## src/hdl/swcsm_pkg.sv

```systemverilog
// Shared constants and types for the sliding-window chunk slot manager.
// No dependencies; imported by swcsm_div and the top level.
package swcsm_pkg;

    // Fixed field widths
    localparam int TILE_W     = 16;          // center tile coordinate
    localparam int CHUNK_W    = 11;          // chunk coordinate, wraps modulo 2^11
    localparam int SLOT_IDX_W = 6;           // slot index field on the result
    localparam int MAG_W      = TILE_W + 1;  // magnitude of a tile, holds 32768
    localparam int IN_DATA_W  = 32;          // two tile fields
    localparam int OUT_DATA_W = 32;          // 28 bits of fields, zero filled

    // Defaults for the top-level parameters
    localparam int WINDOW_SIDE_DEF = 7;
    localparam int CHUNK_TILES_DEF = 32;

    // Operation codes carried on the input tuser
    localparam logic OP_CAMERA = 1'b0;
    localparam logic OP_WORLD  = 1'b1;

    // Sequencer states, one-hot
    typedef enum logic [4:0] {
        ST_IDLE  = 5'b00001,
        ST_DIVX  = 5'b00010,
        ST_DIVZ  = 5'b00100,
        ST_EVICT = 5'b01000,
        ST_WALK  = 5'b10000
    } t_state;

endpackage

```

## src/hdl/swcsm_div.sv

```systemverilog
// Constant divider: tile coordinate to chunk coordinate, truncating toward zero.
// Depends on swcsm_pkg; magnitude times reciprocal; done registered from r_pend.
module swcsm_div
    import swcsm_pkg::*;
#(
    parameter int CHUNK_TILES = CHUNK_TILES_DEF
) (
    input  logic               i_clk,
    input  logic               i_rst_n,
    input  logic               i_start,
    input  logic [TILE_W-1:0]  i_tile,
    output logic               o_done,
    output logic [CHUNK_W-1:0] o_chunk
);

    // Reciprocal scaled so that the quotient is exact for every MAG_W-bit magnitude
    localparam int     SHIFT   = MAG_W + $clog2(CHUNK_TILES);
    localparam int     RECIP_W = MAG_W + 2;
    localparam int     PROD_W  = SHIFT + MAG_W;
    localparam longint RECIP_L = ((longint'(1) << SHIFT) + longint'(CHUNK_TILES) - 1)
                                 / longint'(CHUNK_TILES);
    localparam logic [RECIP_W-1:0] RECIP = RECIP_W'(RECIP_L);

    logic              r_pend;
    logic              r_done;
    logic [MAG_W-1:0]  r_mag;
    logic              r_neg;
    logic [MAG_W-1:0]  r_quo;

    logic [MAG_W-1:0]  w_ext;
    logic [MAG_W-1:0]  w_mag;
    logic [PROD_W-1:0] w_prod;
    logic [MAG_W-1:0]  w_qs;

    // Take the magnitude of the signed tile
    assign w_ext = {i_tile[TILE_W-1], i_tile};
    assign w_mag = i_tile[TILE_W-1] ? (MAG_W'(0) - w_ext) : w_ext;

    // Multiply by the reciprocal and keep the integer part
    assign w_prod = PROD_W'(r_mag) * PROD_W'(RECIP);

    // Restore the sign and keep the low chunk bits
    assign w_qs    = r_neg ? (MAG_W'(0) - r_quo) : r_quo;
    assign o_chunk = w_qs[CHUNK_W-1:0];
    assign o_done  = r_done;

    // Control
    always_ff @(posedge i_clk) begin
        if (!i_rst_n) begin
            r_pend <= 1'b0;
            r_done <= 1'b0;
        end else begin
            r_pend <= i_start;
            r_done <= r_pend;
        end
    end

    // Datapath
    always_ff @(posedge i_clk) begin
        if (i_start) begin
            r_mag <= w_mag;
            r_neg <= i_tile[TILE_W-1];
        end
        if (r_pend) begin
            r_quo <= w_prod[PROD_W-1:SHIFT];
        end
    end

endmodule

```

## src/hdl/sliding_window_chunk_slot_manager_unit.sv

```systemverilog
// Top level of the sliding-window chunk slot manager: sequencer, slot table, output register.
// Depends on swcsm_pkg and swcsm_div.
//
// A camera transfer (tuser = 0) carries a center tile; both axes are divided by CHUNK_TILES in
// the shared divider, one after the other. An unchanged center chunk ends there with no
// result. Otherwise, and for a world-load transfer (tuser = 1, tiles ignored, all slots freed),
// one pass reads the coordinate memory slot by slot, freeing slots that fell out of the window
// and marking the window positions still resident. The walk then visits each window position
// in turn, allocating a slot for each one not resident, and waits while the free-slot pointer
// skips occupied slots or the output register holds a result that is not taken. The input is
// ready only when the sequencer is idle; the last result may still sit in the output register
// while the next transfer is taken.
module sliding_window_chunk_slot_manager_unit
    import swcsm_pkg::*;
#(
    parameter int WINDOW_SIDE = WINDOW_SIDE_DEF,
    parameter int CHUNK_TILES = CHUNK_TILES_DEF
) (
    input  logic                  i_clk,
    input  logic                  i_rst_n,
    // Input stream
    input  logic                  s_axis_tvalid,
    output logic                  s_axis_tready,
    input  logic [IN_DATA_W-1:0]  s_axis_tdata,   // [15:0] center_tile_x, [31:16] center_tile_z
    input  logic                  s_axis_tuser,   // [0] operation
    // Result stream
    output logic                  m_axis_tvalid,
    input  logic                  m_axis_tready,
    output logic [OUT_DATA_W-1:0] m_axis_tdata,   // [5:0] slot_index, [16:6] chunk_x,
                                                  // [27:17] chunk_z, [31:28] zero
    output logic                  m_axis_tlast    // last_of_burst
);

    localparam int SLOTS = WINDOW_SIDE * WINDOW_SIDE;
    localparam int IDX_W = (SLOTS > 1) ? $clog2(SLOTS) : 1;
    localparam int CNT_W = $clog2(SLOTS + 1);
    localparam int POS_W = (WINDOW_SIDE > 1) ? $clog2(WINDOW_SIDE) : 1;
    localparam logic [CHUNK_W-1:0] HALF = CHUNK_W'(WINDOW_SIDE / 2);
    localparam logic [CHUNK_W-1:0] SIDE = CHUNK_W'(WINDOW_SIDE);

    t_state r_state;

    // Slot table
    logic [SLOTS-1:0]           r_valid;
    logic [2*CHUNK_W-1:0]       r_mem [SLOTS];
    logic [2*CHUNK_W-1:0]       r_rd_data;

    // Centers and divider handoff
    logic [CHUNK_W-1:0]         r_cx;
    logic [CHUNK_W-1:0]         r_cz;
    logic [CHUNK_W-1:0]         r_nx;
    logic [TILE_W-1:0]          r_tile_z;

    // Eviction pass
    logic [CNT_W-1:0]           r_idx;
    logic [CNT_W-1:0]           r_rd_idx;
    logic                       r_rd_pend;
    logic [WINDOW_SIDE-1:0]     r_map [WINDOW_SIDE];
    logic [CNT_W-1:0]           r_remain;

    // Window walk
    logic [POS_W-1:0]           r_a;
    logic [POS_W-1:0]           r_b;
    logic [CNT_W-1:0]           r_free;

    // Output register
    logic                       r_out_valid;
    logic [SLOT_IDX_W-1:0]      r_out_slot;
    logic [CHUNK_W-1:0]         r_out_x;
    logic [CHUNK_W-1:0]         r_out_z;
    logic                       r_out_last;

    // Divider connections
    logic                       w_div_start;
    logic [TILE_W-1:0]          w_div_tile;
    logic                       w_div_done;
    logic [CHUNK_W-1:0]         w_div_chunk;

    // Combinational helpers
    logic                       w_in_acc;
    logic [CHUNK_W-1:0]         w_lowx;
    logic [CHUNK_W-1:0]         w_lowz;
    logic [CHUNK_W-1:0]         w_dx;
    logic [CHUNK_W-1:0]         w_dz;
    logic                       w_keep;
    logic [CHUNK_W-1:0]         w_pos_x;
    logic [CHUNK_W-1:0]         w_pos_z;
    logic                       w_rd_en;
    logic                       w_resident;
    logic                       w_free_busy;
    logic                       w_out_free;
    logic                       w_alloc;
    logic                       w_advance;
    logic                       w_walk_end;

    assign s_axis_tready = (r_state == ST_IDLE);
    assign w_in_acc      = s_axis_tvalid && s_axis_tready;

    // Start the divider on x at acceptance, on z when x is done
    assign w_div_start = (w_in_acc && (s_axis_tuser == OP_CAMERA)) ||
                         ((r_state == ST_DIVX) && w_div_done);
    assign w_div_tile  = (r_state == ST_IDLE) ? s_axis_tdata[TILE_W-1:0] : r_tile_z;

    swcsm_div #(
        .CHUNK_TILES (CHUNK_TILES)
    ) u_div (
        .i_clk   (i_clk),
        .i_rst_n (i_rst_n),
        .i_start (w_div_start),
        .i_tile  (w_div_tile),
        .o_done  (w_div_done),
        .o_chunk (w_div_chunk)
    );

    // Window low corner and membership of the slot just read
    assign w_lowx  = r_cx - HALF;
    assign w_lowz  = r_cz - HALF;
    assign w_dx    = r_rd_data[2*CHUNK_W-1:CHUNK_W] - w_lowx;
    assign w_dz    = r_rd_data[CHUNK_W-1:0] - w_lowz;
    assign w_keep  = (w_dx < SIDE) && (w_dz < SIDE);
    assign w_rd_en = (r_state == ST_EVICT) && (r_idx != CNT_W'(SLOTS));

    // Walk decisions
    assign w_pos_x     = w_lowx + CHUNK_W'(r_a);
    assign w_pos_z     = w_lowz + CHUNK_W'(r_b);
    assign w_resident  = r_map[r_a][r_b];
    assign w_free_busy = r_valid[r_free[IDX_W-1:0]];
    assign w_out_free  = !r_out_valid || m_axis_tready;
    assign w_alloc     = (r_state == ST_WALK) && !w_resident && !w_free_busy && w_out_free;
    assign w_advance   = (r_state == ST_WALK) && (w_resident || w_alloc);
    assign w_walk_end  = (r_a == POS_W'(WINDOW_SIDE - 1)) && (r_b == POS_W'(WINDOW_SIDE - 1));

    // Sequencer and slot bookkeeping
    always_ff @(posedge i_clk) begin
        if (!i_rst_n) begin
            r_state   <= ST_IDLE;
            r_valid   <= '0;
            r_cx      <= '0;
            r_cz      <= '0;
            r_rd_pend <= 1'b0;
        end else begin
            case (r_state)
                ST_IDLE: begin
                    if (w_in_acc) begin
                        if (s_axis_tuser == OP_WORLD) begin
                            // World load: free everything, refill around the stored center
                            r_valid   <= '0;
                            r_idx     <= '0;
                            r_rd_pend <= 1'b0;
                            r_remain  <= CNT_W'(SLOTS);
                            for (int i = 0; i < WINDOW_SIDE; i++) begin
                                r_map[i] <= '0;
                            end
                            r_state <= ST_EVICT;
                        end else begin
                            r_tile_z <= s_axis_tdata[2*TILE_W-1:TILE_W];
                            r_state  <= ST_DIVX;
                        end
                    end
                end
                ST_DIVX: begin
                    if (w_div_done) begin
                        r_nx    <= w_div_chunk;
                        r_state <= ST_DIVZ;
                    end
                end
                ST_DIVZ: begin
                    if (w_div_done) begin
                        // Drop the transfer if the center chunk did not move
                        if (r_nx == r_cx && w_div_chunk == r_cz) begin
                            r_state <= ST_IDLE;
                        end else begin
                            r_cx      <= r_nx;
                            r_cz      <= w_div_chunk;
                            r_idx     <= '0;
                            r_rd_pend <= 1'b0;
                            r_remain  <= CNT_W'(SLOTS);
                            for (int i = 0; i < WINDOW_SIDE; i++) begin
                                r_map[i] <= '0;
                            end
                            r_state <= ST_EVICT;
                        end
                    end
                end
                ST_EVICT: begin
                    // Issue one read per cycle, check the slot read the cycle before
                    r_rd_pend <= w_rd_en;
                    r_rd_idx  <= r_idx;
                    if (w_rd_en) begin
                        r_idx <= r_idx + 1'b1;
                    end
                    if (r_rd_pend && r_valid[r_rd_idx[IDX_W-1:0]]) begin
                        if (w_keep) begin
                            r_map[w_dx[POS_W-1:0]][w_dz[POS_W-1:0]] <= 1'b1;
                            r_remain <= r_remain - 1'b1;
                        end else begin
                            r_valid[r_rd_idx[IDX_W-1:0]] <= 1'b0;
                        end
                    end
                    if (!w_rd_en && !r_rd_pend) begin
                        r_a     <= '0;
                        r_b     <= '0;
                        r_free  <= '0;
                        r_state <= ST_WALK;
                    end
                end
                ST_WALK: begin
                    // Advance the free-slot pointer past occupied slots
                    if (!w_resident && w_free_busy) begin
                        r_free <= r_free + 1'b1;
                    end
                    if (w_alloc) begin
                        r_valid[r_free[IDX_W-1:0]] <= 1'b1;
                        r_free   <= r_free + 1'b1;
                        r_remain <= r_remain - 1'b1;
                    end
                    if (w_advance) begin
                        if (w_walk_end) begin
                            r_state <= ST_IDLE;
                        end else if (r_b == POS_W'(WINDOW_SIDE - 1)) begin
                            r_b <= '0;
                            r_a <= r_a + 1'b1;
                        end else begin
                            r_b <= r_b + 1'b1;
                        end
                    end
                end
                default: begin
                    r_state <= ST_IDLE;
                end
            endcase
        end
    end

    // Coordinate memory: one write port, one registered read port
    always_ff @(posedge i_clk) begin
        if (w_alloc) begin
            r_mem[r_free[IDX_W-1:0]] <= {w_pos_x, w_pos_z};
        end
        if (w_rd_en) begin
            r_rd_data <= r_mem[r_idx[IDX_W-1:0]];
        end
    end

    // Output register: load on allocation, drop on transfer
    always_ff @(posedge i_clk) begin
        if (!i_rst_n) begin
            r_out_valid <= 1'b0;
        end else if (w_alloc) begin
            r_out_valid <= 1'b1;
        end else if (m_axis_tready) begin
            r_out_valid <= 1'b0;
        end
    end

    always_ff @(posedge i_clk) begin
        if (w_alloc) begin
            r_out_slot <= SLOT_IDX_W'(r_free);
            r_out_x    <= w_pos_x;
            r_out_z    <= w_pos_z;
            r_out_last <= (r_remain == CNT_W'(1));
        end
    end

    assign m_axis_tvalid = r_out_valid;
    assign m_axis_tlast  = r_out_last;
    assign m_axis_tdata  = {(OUT_DATA_W - SLOT_IDX_W - 2 * CHUNK_W)'(0),
                            r_out_z, r_out_x, r_out_slot};

endmodule
```

## config.mk

```make
export PLATFORM = sky130hd
export DESIGN_NAME = sliding_window_chunk_slot_manager_unit
export DESIGN_NICKNAME = d
export VERILOG_FILES = /design/src/hdl/swcsm_pkg.sv /design/src/hdl/swcsm_div.sv /design/src/hdl/sliding_window_chunk_slot_manager_unit.sv
export SDC_FILE = /design/constraint.sdc
export NUM_CORES = 2
export LEC_CHECK = 0
export ABC_CLOCK_PERIOD_IN_PS = 4900
export BUFFER_PORTS_ARGS = -buffer_cell sky130_fd_sc_hd__buf_2
export CAP_MARGIN = 20
export CORE_ASPECT_RATIO = 1.25
export CORE_MARGIN = 5
export CORE_UTILIZATION = 47
export DETAILED_ROUTE_END_ITERATION = 10
export GPL_ROUTABILITY_DRIVEN = 0
export PLACE_DENSITY = 0.74
export SLEW_MARGIN = 20
export SYNTH_ARGS = -nofsm -noshare
export SYNTH_HDL_FRONTEND = slang
export SYNTH_SLANG_ARGS = --single-unit
```

## constraint.sdc

```tcl
create_clock -name i_clk -period 4.9 [get_ports i_clk]
set_input_delay 0.49 -clock i_clk [delete_from_list [all_inputs] [get_ports i_clk]]
set_output_delay 0.49 -clock i_clk [all_outputs]
set_load 0.05 [all_outputs]
```

==> impl_metrics.ini <==
[drt]
routedWlPerCell_um = 28.7
postRouteAntennaNets = 0
drtIter0Drc = 3638
vias = 28843
drcViolationCount = 0
detail_route.vias_per_cell = 6.10
firstDrtPassIters = 6
wl_um = 135000

[synth]
avgSynthCellArea_um2 = 19.0
syn-cell-area_um2 = 55100
yosysUniqueCellTypes = 86
synthCells = 2900
synth_area_leader_cell = edfxtp_1
synth_edf_count = 1209
synth_area_leaders = edfxtp_1 (66%), mux4_2 (16%), dfxtp_1 (5.0%)
async_reset_ff_share_pct = 0
synth_top_cell_area_share_pct = 65.9
yosysSeqAreaShare_pct = 70.9
yosysWarnings = 0
ys_seq_elements = 1348
synthFlopType = edfxtp_1

[critical_path]
critPathCaptureType = flip-flop
crit_required_ns = 5.52
endpoint = r_map[3][2]
cpMostUsedCell = nand4_1
reg2reg_depth = 12
critPathMaxStageDelay_ns = 0.54
crit_arrival_ns = 5.09
startpoint = r_cz[0]
rrSetupSlack_ns = 0.44
cp_slowest_cell = or4_1
crit_path_max_fanout = 28
worstSetupPathType = flip-flop to flip-flop
cp_cell_sequence = a21oi_1, xnor2_1, ha_1, or4_1, nand3_1, nor4b_1, nand4_1, nor4b_2, nand4_1, nor4_4, nand3_4, o31ai_1
r2r-end = r_map[3][2]
cp-start-kind = flip-flop
regToRegStartpoint = r_cz[0]

[sta]
drv_slew = 0
max_slew_margin_pct = 22.9
setup_viol = 0
worst_slack_ns = 0.438
finalCriticalPeriod_ns = 4.46
fin_setup_tns_ns = 0
finalHoldViolCount = 0
clock.fmax_ghz = 0.224
rsz0062_at_grt = no
hold_ws_ns = 0.0916
min_period_over_period_pct = 91.1
finClkSkew_ns = 0.0255
worst_pin_slew_ns = 1.16

[global_routing]
grt_pass1_vias = 29059
grt_overflow = 0
grt_max_degree = 97
antenna_found_initial = 4
grtUsageTotal_pct = 21.7
grt_first_pass_wirelength_um = 197000

[floorplan]
die_w_um = 316
io-pin-count = 72
coreArea_um2 = 116000
initial_core_util_pct = 47.3
die_height_um = 393
die_area_um2 = 124000
row_count = 140

[power]
p_int_mw = 18.1
peakVddDrop_v = 0.000310
swShare_pct = 21.4
p_total_mw = 23.1
p_seq_share_pct = 53.9
clock_power_share_pct = 40.1
p_leak_nw = 19.9
p_switching_mw = 4.93
power_density_nw_per_um2 = 369
power.share.combinational_pct = 6.0

[clocking]
cts.clk_slew.worst_paths_ns = 0.06
cts_tree = built
clockBufferDepth = 3
clk_latency_ns = 0.74
cts-root-buf = clkbuf_16
postCtsResizedCells = 0
cts-buffers-inserted = 117
clkSinkCount = 1348
cts_setup_buffers = 0
cts_max_level = 3

[min_path]
hp-class = input port to flip-flop

[finish]
final_cell_mix = edfxtp_1 (1209), mux4_2 (382), dfxtp_1 (139), clkbuf_16 (120), nand2_1 (109)
final_util_pct = 53.7
area_growth_pct = 13.4
final_common_cell = edfxtp_1
drive_gt1_share_pct = 28.2
stdcell_count = 4728
fin_area_um2 = 62500
nNetsFinal = 3130

[placed_design]
port_buffers = 67
placedCellCount = 4483
dp_slack_ns = 0.468
dpl.hpwl_um = 78800
placed_area_um2 = 58400

[outcome]
status = completed

[run]
maxCapViolCount = 0
routing by layer:
metal	up-vias	wire length, um	global-route usage [%]
met1	14900	49200	27.8
met2	1497	68100	36.9
met3	289	11000	3.53
met4	0	7240	9.89
li1	12157	-	-
met5	-	0	0
sequential cells by signal (all words and copies together) (netlist names), 16 cells and up, named ones only:
name       count
r_valid       49
r_map         56
r_mem       1078
r_tile_z      16
r_rd_data     22
critical path, delay by kind of cell (launching register included):
family	cells	cell delay, ns
simple gates	8	2.40
xor+xnor	1	0.53
flops	1	0.51
compound gates	2	0.49
fa+ha+maj	1	0.41
worst min path at each step:
| stage | slack (ns) | depth (start not counted) | end | startpoint |
|---|---|---|---|---|
| after floorplan | 0.40 | 1 | r_map[7][0] | r_map[7][0] |
| after global placement | 0.34 | 0 | r_map[7][1] | r_map[7][1] |
| after detailed placement | 0.34 | 0 | r_map[7][3] | r_map[7][3] |
| after CTS | 0.06 | 3 | m_axis_tvalid | m_axis_tready |
| after global routing | 0.11 | 3 | m_axis_tvalid | m_axis_tready |
| final | 0.09 | 3 | m_axis_tvalid | m_axis_tready |
power groups by stage:
stage               clock (mW)  combinational [mW]  sequential (mW)
finish                    9.25                1.37             12.4
global route              9.89                1.44             12.4
CTS                       9.35                1.39             12.4
detailed placement           0                1.37             12.7
global placement             0                1.36             12.7
floorplan                    0               0.959             12.7
timing repair:
item	CTS	global route
endpoints found under the setup margin	0	0
hold buffers	16	0
endpoints found under the hold margin	16	0
cell usage after synthesis, types with 6 or more instances:
library cell  count
or2_2             9
nand4_1          10
mux4_2          382
nand2_1         109
and2_1            9
clkbuf_1        119
mux2i_1          42
o31ai_1          56
a21o_1            7
a211oi_1          8
xnor2_1          72
or3_1             9
o211ai_1          6
ha_1             31
nand3_1          22
nor4_1            9
o221a_1          20
a21oi_1          85
xor2_1           28
buf_2            13
a22oi_1           6
nor3b_1           8
nor2b_1          25
o21a_1            7
edfxtp_1       1209
or4_1             7
nor2_1          155
o21ai_0          28
buf_1            33
o221a_2          25
mux2_2            9
nand2b_1         14
dfxtp_1         139
or3b_2            6
inv_1            42
nor3_1           33
and3_1            9
kinds of logic (layout without fill, tap and decap cells):
| group | after synthesis | in the layout | share of synthesized area (%) |
|---|---|---|---|
| adder cells (fa/ha/maj) | 38 | 38 | 0.904 |
| AND/OR/NAND/NOR | 455 | 455 | 4.06 |
| AO/OA/AOI/OAI | 299 | 299 | 3.98 |
| flip-flops | 1348 | 1348 | 70.9 |
| buffers and inverters | 216 | 474 | 1.58 |
| multiplexers | 434 | 434 | 16.6 |
| XOR/XNOR | 109 | 109 | 1.96 |
| other | 1 | 9 | 0.00680 |
cell type report:
cell class	instances	area, um2
tap	1562	1950
multi-input combinational	1339	15500
clock buffer	141	3110
clock inverter	81	747
sequential	1348	39100
inverter	43	161
timing repair buffer	209	1890
antenna	5	12.5
fill	8709	54000
Note: power is estimated with default switching activity, not from simulation.
